## src/rtl/assert_macros.svh

```systemverilog
// Assertion helpers shared by the RTL.
// Define NO_ASSERTIONS to compile them out.
`ifndef ASSERT_MACROS_SVH
`define ASSERT_MACROS_SVH

`ifndef NO_ASSERTIONS

// Concurrent check, sampled on the rising clock, off while reset is high.
`define HRHT_ASSERT(label, clk, rst, prop) \
   label: assert property (@(posedge clk) disable iff (rst) (prop)) \
      else $error("hrht assertion failed");

// Same check, also active while reset is high.
`define HRHT_ASSERT_ALWAYS(label, clk, prop) \
   label: assert property (@(posedge clk) (prop)) \
      else $error("hrht assertion failed");

`else

`define HRHT_ASSERT(label, clk, rst, prop)
`define HRHT_ASSERT_ALWAYS(label, clk, prop)

`endif

`endif

```

## src/rtl/hrht_pkg.sv

```systemverilog
`timescale 1ns / 1ps

package hrht_pkg;

   localparam int unsigned BYTE_W    = 8;
   localparam int unsigned CNT_W     = 4;
   localparam logic [CNT_W-1:0] PROTO_LEN = 4'd8;
   localparam logic [CNT_W-1:0] PROTO_SAT = 4'd9;

   typedef enum logic [8:0] {
      STATE_METHOD = 9'b0_0000_0001,
      STATE_PATH   = 9'b0_0000_0010,
      STATE_PROTO  = 9'b0_0000_0100,
      STATE_HSTART = 9'b0_0000_1000,
      STATE_NAME   = 9'b0_0001_0000,
      STATE_SEP    = 9'b0_0010_0000,
      STATE_VALUE  = 9'b0_0100_0000,
      STATE_DONE   = 9'b0_1000_0000,
      STATE_ERR    = 9'b1_0000_0000
   } state_type;

   typedef enum logic [2:0] {
      CL_BLANK = 3'd0,
      CL_CR    = 3'd1,
      CL_LF    = 3'd2,
      CL_COLON = 3'd3,
      CL_OTHER = 3'd4
   } class_type;

   typedef enum logic [2:0] {
      FLD_NONE   = 3'd0,
      FLD_METHOD = 3'd1,
      FLD_PATH   = 3'd2,
      FLD_PROTO  = 3'd3,
      FLD_NAME   = 3'd4,
      FLD_VALUE  = 3'd5
   } field_type;

   typedef enum logic [1:0] {
      STS_RUNNING  = 2'd0,
      STS_COMPLETE = 2'd1,
      STS_ERROR    = 2'd2
   } status_type;

   typedef struct packed {
      state_type        state;
      logic [CNT_W-1:0] proto_count;
      logic             proto_mismatch;
      logic             value_started;
   } ctx_type;

   typedef struct packed {
      logic [BYTE_W-1:0] out_byte;
      field_type         role;
      field_type         closed;
      status_type        status;
   } result_type;

   localparam ctx_type CTX_RESTART = '{
      state:          STATE_METHOD,
      proto_count:    '0,
      proto_mismatch: 1'b0,
      value_started:  1'b0
   };

   function automatic class_type class_of(input logic [BYTE_W-1:0] b);
      class_type c;
      case (b) inside
         8'h20, 8'h09: c = CL_BLANK;
         8'h0D:        c = CL_CR;
         8'h0A:        c = CL_LF;
         8'h3A:        c = CL_COLON;
         default:      c = CL_OTHER;
      endcase
      return c;
   endfunction

   // expected protocol text, HTTP/1.1
   function automatic logic [BYTE_W-1:0] proto_char(input logic [2:0] idx);
      logic [BYTE_W-1:0] ch;
      case (idx)
         3'd0:    ch = 8'h48;
         3'd1:    ch = 8'h54;
         3'd2:    ch = 8'h54;
         3'd3:    ch = 8'h50;
         3'd4:    ch = 8'h2F;
         3'd5:    ch = 8'h31;
         3'd6:    ch = 8'h2E;
         default: ch = 8'h31;
      endcase
      return ch;
   endfunction

   function automatic field_type field_of(input state_type st);
      field_type f;
      unique case (st)
         STATE_METHOD: f = FLD_METHOD;
         STATE_PATH:   f = FLD_PATH;
         STATE_PROTO:  f = FLD_PROTO;
         STATE_NAME:   f = FLD_NAME;
         STATE_VALUE:  f = FLD_VALUE;
         default:      f = FLD_NONE;
      endcase
      return f;
   endfunction

   function automatic state_type step_next(input state_type st, input class_type cl);
      state_type nx;
      nx = STATE_ERR;
      unique case (st)
         STATE_METHOD: begin
            unique case (cl)
               CL_BLANK: nx = STATE_PATH;
               CL_OTHER: nx = STATE_METHOD;
               default:  nx = STATE_ERR;
            endcase
         end
         STATE_PATH: begin
            unique case (cl) inside
               CL_BLANK:           nx = STATE_PROTO;
               CL_COLON, CL_OTHER: nx = STATE_PATH;
               default:            nx = STATE_ERR;
            endcase
         end
         STATE_PROTO: begin
            unique case (cl)
               CL_CR:    nx = STATE_HSTART;
               CL_LF:    nx = STATE_NAME;
               CL_OTHER: nx = STATE_PROTO;
               default:  nx = STATE_ERR;
            endcase
         end
         STATE_HSTART: begin
            nx = (cl == CL_LF) ? STATE_NAME : STATE_ERR;
         end
         STATE_NAME: begin
            unique case (cl)
               CL_BLANK: nx = STATE_SEP;
               CL_CR:    nx = STATE_DONE;
               CL_COLON: nx = STATE_VALUE;
               CL_OTHER: nx = STATE_NAME;
               default:  nx = STATE_ERR;
            endcase
         end
         STATE_SEP: begin
            unique case (cl)
               CL_BLANK: nx = STATE_SEP;
               CL_COLON: nx = STATE_VALUE;
               default:  nx = STATE_ERR;
            endcase
         end
         STATE_VALUE: begin
            unique case (cl)
               CL_CR:   nx = STATE_HSTART;
               CL_LF:   nx = STATE_NAME;
               default: nx = STATE_VALUE;
            endcase
         end
         default: nx = STATE_METHOD;
      endcase
      return nx;
   endfunction

endpackage

```

## src/rtl/http_request_header_tokenizer_core.sv

```systemverilog
// A byte accepted into the input register is stepped and its result registered in the result register,
// which drives rsp_valid. One byte per cycle, back to back, while rsp_stall is low. While the result is stalled
// one more byte is taken into the input register; req_stall then holds until the result drains.
// Reset (synchronous, active high): both stages empty, parser in the method state.
`timescale 1ns / 1ps
`include "assert_macros.svh"

module http_request_header_tokenizer_core (
   input  logic       clock,
   input  logic       reset,
   input  logic       req_valid,
   output logic       req_stall,
   input  logic [7:0] req_in_byte,
   output logic       rsp_valid,
   input  logic       rsp_stall,
   output logic [7:0] rsp_out_byte,
   output logic [2:0] rsp_byte_role,
   output logic [2:0] rsp_closed_field,
   output logic [1:0] rsp_status
);
   import hrht_pkg::*;

   logic       in_valid_ff;
   logic       in_valid_in;
   logic [7:0] in_byte_ff;
   logic       out_valid_ff;
   logic       out_valid_in;
   result_type res_ff;
   result_type step_res;
   ctx_type    ctx_ff;
   ctx_type    step_ctx;
   logic       req_take;
   logic       move;

   hrht_step u_step (
      .cur     (ctx_ff),
      .in_byte (in_byte_ff),
      .nxt     (step_ctx),
      .res     (step_res)
   );

   // advance the held byte whenever the result register is free or drains
   assign move      = in_valid_ff && (!out_valid_ff || !rsp_stall);
   assign req_stall = in_valid_ff && !move;
   assign req_take  = req_valid && !req_stall;

   assign in_valid_in  = req_take || (in_valid_ff && !move);
   assign out_valid_in = move || (out_valid_ff && rsp_stall);

   always_ff @(posedge clock) begin
      if (reset) begin
         in_valid_ff  <= 1'b0;
         out_valid_ff <= 1'b0;
         ctx_ff       <= CTX_RESTART;
      end else begin
         in_valid_ff  <= in_valid_in;
         out_valid_ff <= out_valid_in;
         if (move) begin
            ctx_ff <= step_ctx;
         end
      end
   end

   always_ff @(posedge clock) begin
      if (req_take) begin
         in_byte_ff <= req_in_byte;
      end
      if (move) begin
         res_ff <= step_res;
      end
   end

   assign rsp_valid        = out_valid_ff;
   assign rsp_out_byte     = res_ff.out_byte;
   assign rsp_byte_role    = 3'(res_ff.role);
   assign rsp_closed_field = 3'(res_ff.closed);
   assign rsp_status       = 2'(res_ff.status);

   `HRHT_ASSERT(a_proto_count_sat, clock, reset, ctx_ff.proto_count <= PROTO_SAT)
   `HRHT_ASSERT(a_err_not_held, clock, reset, ctx_ff.state != STATE_ERR)
   `HRHT_ASSERT(a_error_restarts, clock, reset,
                (move && step_res.status != STS_RUNNING) |=> (ctx_ff.state == STATE_METHOD))
   `HRHT_ASSERT(a_name_lowered, clock, reset,
                (out_valid_ff && res_ff.role == FLD_NAME) |->
                !(res_ff.out_byte >= 8'h41 && res_ff.out_byte <= 8'h5A))
   `HRHT_ASSERT(a_no_overrun, clock, reset, req_take |-> (!in_valid_ff || move))

endmodule

```

## src/rtl/hrht_step.sv

```systemverilog
`timescale 1ns / 1ps

module hrht_step (
   input  hrht_pkg::ctx_type    cur,
   input  logic [7:0]           in_byte,
   output hrht_pkg::ctx_type    nxt,
   output hrht_pkg::result_type res
);
   import hrht_pkg::*;

   state_type st;
   state_type nx;
   class_type cl;
   logic      value_blank;
   logic      proto_bad;

   // anything that is not a live state behaves as the method state
   always_comb begin
      unique case (cur.state) inside
         STATE_METHOD, STATE_PATH, STATE_PROTO, STATE_HSTART,
         STATE_NAME, STATE_SEP, STATE_VALUE, STATE_DONE: st = cur.state;
         default:                                        st = STATE_METHOD;
      endcase
   end

   assign cl          = class_of(in_byte);
   assign value_blank = (in_byte == 8'h20) || (in_byte == 8'h09) ||
                        (in_byte == 8'h0B) || (in_byte == 8'h0C);
   assign proto_bad   = cur.proto_mismatch || (cur.proto_count != PROTO_LEN);

   always_comb begin
      nxt          = cur;
      nxt.state    = st;
      res.out_byte = in_byte;
      res.role     = FLD_NONE;
      res.closed   = FLD_NONE;
      res.status   = STS_RUNNING;
      nx           = step_next(st, cl);

      if (st == STATE_DONE) begin
         res.status = (cl == CL_LF) ? STS_COMPLETE : STS_ERROR;
         nxt        = CTX_RESTART;
      end else if (nx != st) begin
         res.closed = field_of(st);
         if (st == STATE_PROTO && proto_bad) begin
            nx = STATE_ERR;
         end
         if (nx == STATE_ERR) begin
            res.status = STS_ERROR;
            nxt        = CTX_RESTART;
         end else begin
            nxt.state = nx;
            if (nx == STATE_PROTO) begin
               nxt.proto_count    = '0;
               nxt.proto_mismatch = 1'b0;
            end else if (nx == STATE_VALUE) begin
               nxt.value_started = 1'b0;
            end
         end
      end else begin
         unique case (st)
            STATE_PROTO: begin
               if (cur.proto_count < PROTO_LEN) begin
                  if (in_byte != proto_char(cur.proto_count[2:0])) begin
                     nxt.proto_mismatch = 1'b1;
                  end
               end else begin
                  nxt.proto_mismatch = 1'b1;
               end
               if (cur.proto_count < PROTO_SAT) begin
                  nxt.proto_count = cur.proto_count + 4'd1;
               end
               res.role = FLD_PROTO;
            end
            STATE_NAME: begin
               if (in_byte >= 8'h41 && in_byte <= 8'h5A) begin
                  res.out_byte = in_byte + 8'd32;
               end
               res.role = FLD_NAME;
            end
            STATE_VALUE: begin
               // drop leading blanks of a value
               if (cur.value_started || !value_blank) begin
                  nxt.value_started = 1'b1;
                  res.role          = FLD_VALUE;
               end
            end
            STATE_METHOD: res.role = FLD_METHOD;
            STATE_PATH:   res.role = FLD_PATH;
            default:      res.role = FLD_NONE;
         endcase
      end
   end

endmodule
```

## config.mk

```make
export PLATFORM = sky130hd
export DESIGN_NAME = http_request_header_tokenizer_core
export DESIGN_NICKNAME = d
export VERILOG_FILES = /design/src/rtl/hrht_pkg.sv /design/src/rtl/http_request_header_tokenizer_core.sv /design/src/rtl/hrht_step.sv
export VERILOG_INCLUDE_DIRS = /design/src /design/src/rtl
export SDC_FILE = /design/constraint.sdc
export NUM_CORES = 1
export LEC_CHECK = 0
export BUFFER_PORTS_ARGS = -buffer_cell sky130_fd_sc_hd__clkbuf_2
export CAP_MARGIN = 20
export CORE_ASPECT_RATIO = 2
export CORE_MARGIN = 1.5
export CORE_UTILIZATION = 47
export DETAILED_ROUTE_END_ITERATION = 8
export PLACE_DENSITY = 0.75
export SLEW_MARGIN = 5
export SYNTH_ARGS = -nofsm -noshare
export SYNTH_HDL_FRONTEND = slang
export SYNTH_HIERARCHICAL = 1
export SYNTH_SLANG_ARGS = --single-unit
```

## constraint.sdc

```tcl
create_clock -name clock -period 7.5 [get_ports clock]
set_input_delay 0.75 -clock clock [delete_from_list [all_inputs] [get_ports clock]]
set_output_delay 0.75 -clock clock [all_outputs]
set_load 0.1 [all_outputs]
```

==> results.tsv <==
metric	value	unit
status	finished, final reports clean	
layout cell share with drive strength beyond 1	18.2	%
area of the core	0.00596	mm2
Resized cells post-CTS	0	
pre-CTS WS	4.56	ns
post-layout util	53.3	%
post-synthesis cell type count	70	
Final nets	342	
area of the die	0.00667	mm2
max-slew violation count	0	
Sw Share	25.1	%
Final TNS setup	0	ns
final-report setup violation count	0	
drt first pass iters	5	
Setup crit start kind	register	
detailed placement HPWL	5080	um
Placer Congestion	0.940	
number of flops mapped to enable cells by yosys	24	
max-cap violation count	0	
vias per cell	6.24	
synth cell count leaders	nand2b_1, nor2_1, edfxtp_1	
Async SR Flop Fraction	0	%
clk sinks	41	
cell taking the most area after synthesis	edfxtp_1	
fillers	521	
final setup margin	4.43	ns
Total Power	611	uW
Yosys top cell area share	24.9	%
first-pass GRT wire length	10800	um
Crit Path Category	reg2reg	
Final Cycle Share	40.9	%
Worst Setup End Kind	register	
die height	114	um
largest net degree at the start of global routing	33	
total internal power	457	uW
Critical Path RT	7.71	ns
IO Port Bufs	29	
Die W	58.5	um
Leakage	1.22	nW
sequential share of the synthesized area	36.6	%
Yosys reg bits	41	
post-route antenna net violation count	0	
WL/cell	17.8	um
Worst Hold Slack	0.495	ns
Flop pwr share	42.2	%
gr ovfl total	0	
Worst-Skew Late Latency	0.29	ns
iteration-0 DRC count of the detailed router	147	
CTS tree	yes	
DRC	0	
Initial Util	48.7	%
Gate Count Post-Synth	311	
worst slew pin tran	0.892	ns
Clock transition at path regs	0.06	ns
GRT Total Usage	21.4	%
minimum clock period after layout	3.07	ns
yosys warns	6	
CTS buffer count	5	
total vias in the final route	2414	
row cnt	40	
Max IR drop VDD	0.0989	mV
combinational share of power	12.1	%
Hold-fix buffers, CTS	0	
worst min-delay path category	reg2reg	
Clock Skews	0.00800	ns
initial antenna violation count	0	
Final Hold Vio Count	0	
Clock power frac	45.7	%
Area growth syn-to-layout	9.50	%
ranking of synthesized cells by area	edfxtp_1, dfxtp_1, nand2b_1, mux2i_1, nor2_1	
FMAX	0.326	GHz
clock root buffer	clkbuf_16	
Mapped Avg Cell Area	9.32	um2
most instantiated library cell after synthesis	nand2b_1	
mapped cell area	0.00290	mm2
vias in the first global route	2253	
Routed WL	6900	um
Primary FF master, synth	edfxtp_1	
power density over the cells	192	mW/mm2
Max FO, Critical Path	14	
Max-slew headroom	40.3	%
CP arrival	3.27	ns
Antenna Cells	0	
Synth Net Count	330	
post-CTS setup buffers	0	
Switch Pwr	153	uW
I/O Pins	30	
htree depth	2	
RSZ-0062 raised after global routing	no	
clk buf depth	2	
cell families after synthesis:
group,count (synthesis),synth area share (%)
fa+ha+maj,7,3.02
other cells,1,0.129
flops,41,36.6
buf+inv,33,6.35
compound gates,64,18.0
simple gates,145,29.1
mux,16,5.57
xor+xnor,4,1.21
critical path, stage by stage, from the launching register on:
cell and delay (ns):
edfxtp_1 0.64, or3b_4 0.46, a2111oi_4 0.50, nor4_1 0.11
a311oi_1 0.43, a31oi_1 0.16, nor3_2 0.29, a2bb2o_1 0.19
nand2b_1 0.06, mux2i_1 0.15
layout by cell type (no fill, tap or decap), types with 4 or more instances in the layout:
| cell | synthesis | routed |
|---|---|---|
| nand2b_1 | 31 | 31 |
| clkbuf_2 | 0 | 29 |
| nor2_1 | 27 | 27 |
| edfxtp_1 | 24 | 24 |
| dfxtp_1 | 17 | 17 |
| nand2_1 | 17 | 17 |
| mux2i_1 | 15 | 15 |
| nand3_1 | 11 | 11 |
| a21oi_1 | 11 | 11 |
| o21ai_0 | 11 | 11 |
| inv_1 | 8 | 8 |
| nor3_1 | 7 | 7 |
| nand4_1 | 7 | 7 |
| ha_1 | 7 | 7 |
| and3_1 | 6 | 6 |
| clkbuf_16 | 0 | 5 |
| nor4_1 | 5 | 5 |
| or2_2 | 4 | 4 |
| o22ai_1 | 4 | 4 |
| a21o_1 | 4 | 4 |
state kept, by name, indices dropped and copies added (netlist names):
name	count
in_byte_ff	8
rsp_byte_role	3
rsp_status	2
rsp_valid	1
ctx_ff	15
rsp_out_byte	8
in_valid_ff	1
rsp_closed_field	3
worst paths after layout:
| kind | start | end | slack, ns | cells past startpoint |
|---|---|---|---|---|
| worst max register to register | in_byte_ff[5] | ctx_ff[5] | 4.43 | 9 |
| worst min register to register | in_valid_ff | rsp_valid | 0.50 | 2 |
| worst min-delay path | in_valid_ff | rsp_valid | 0.50 | 2 |
| worst max-delay path | in_byte_ff[5] | ctx_ff[5] | 4.43 | 9 |
layer usage:
metal	track usage, %	vias up	part of all wire, %
met1	22.0	1154	38
li1	-	1164	-
met4	13.8	0	4.5
met3	3.97	24	3.9
met5	0	-	0
met2	37.9	72	54
area by class of cell:
class	instances	area (um2)	area share (%)
Inverter	8	30.0	0.946
Multi-Input combinational cell	237	1660	52.3
Tap cell	63	78.8	2.48
Timing Repair Buffer	30	153	4.81
Clock buffer	5	125	3.94
Sequential cell	41	1060	33.4
Clock inverter	3	65.1	2.05
per-stage QoR:
step / cell area (um2) / instances
after floorplan: 2900 / 311
after global placement: 2980 / 379
after detailed placement: 2980 / 379
after CTS: 3170 / 387
after global routing: 3170 / 387
final: 3170 / 387
power by group through the flow:
stage | clock (mW) | sequential (mW) | combinational, mW
floorplan | 0 | 0.287 | 0.0381
global route | 0.292 | 0.259 | 0.0775
finish | 0.279 | 0.258 | 0.0740
global placement | 0 | 0.262 | 0.0731
CTS | 0.283 | 0.258 | 0.0737
detailed placement | 0 | 0.262 | 0.0736
No activity file was read; power rests on OpenSTA's default activity.
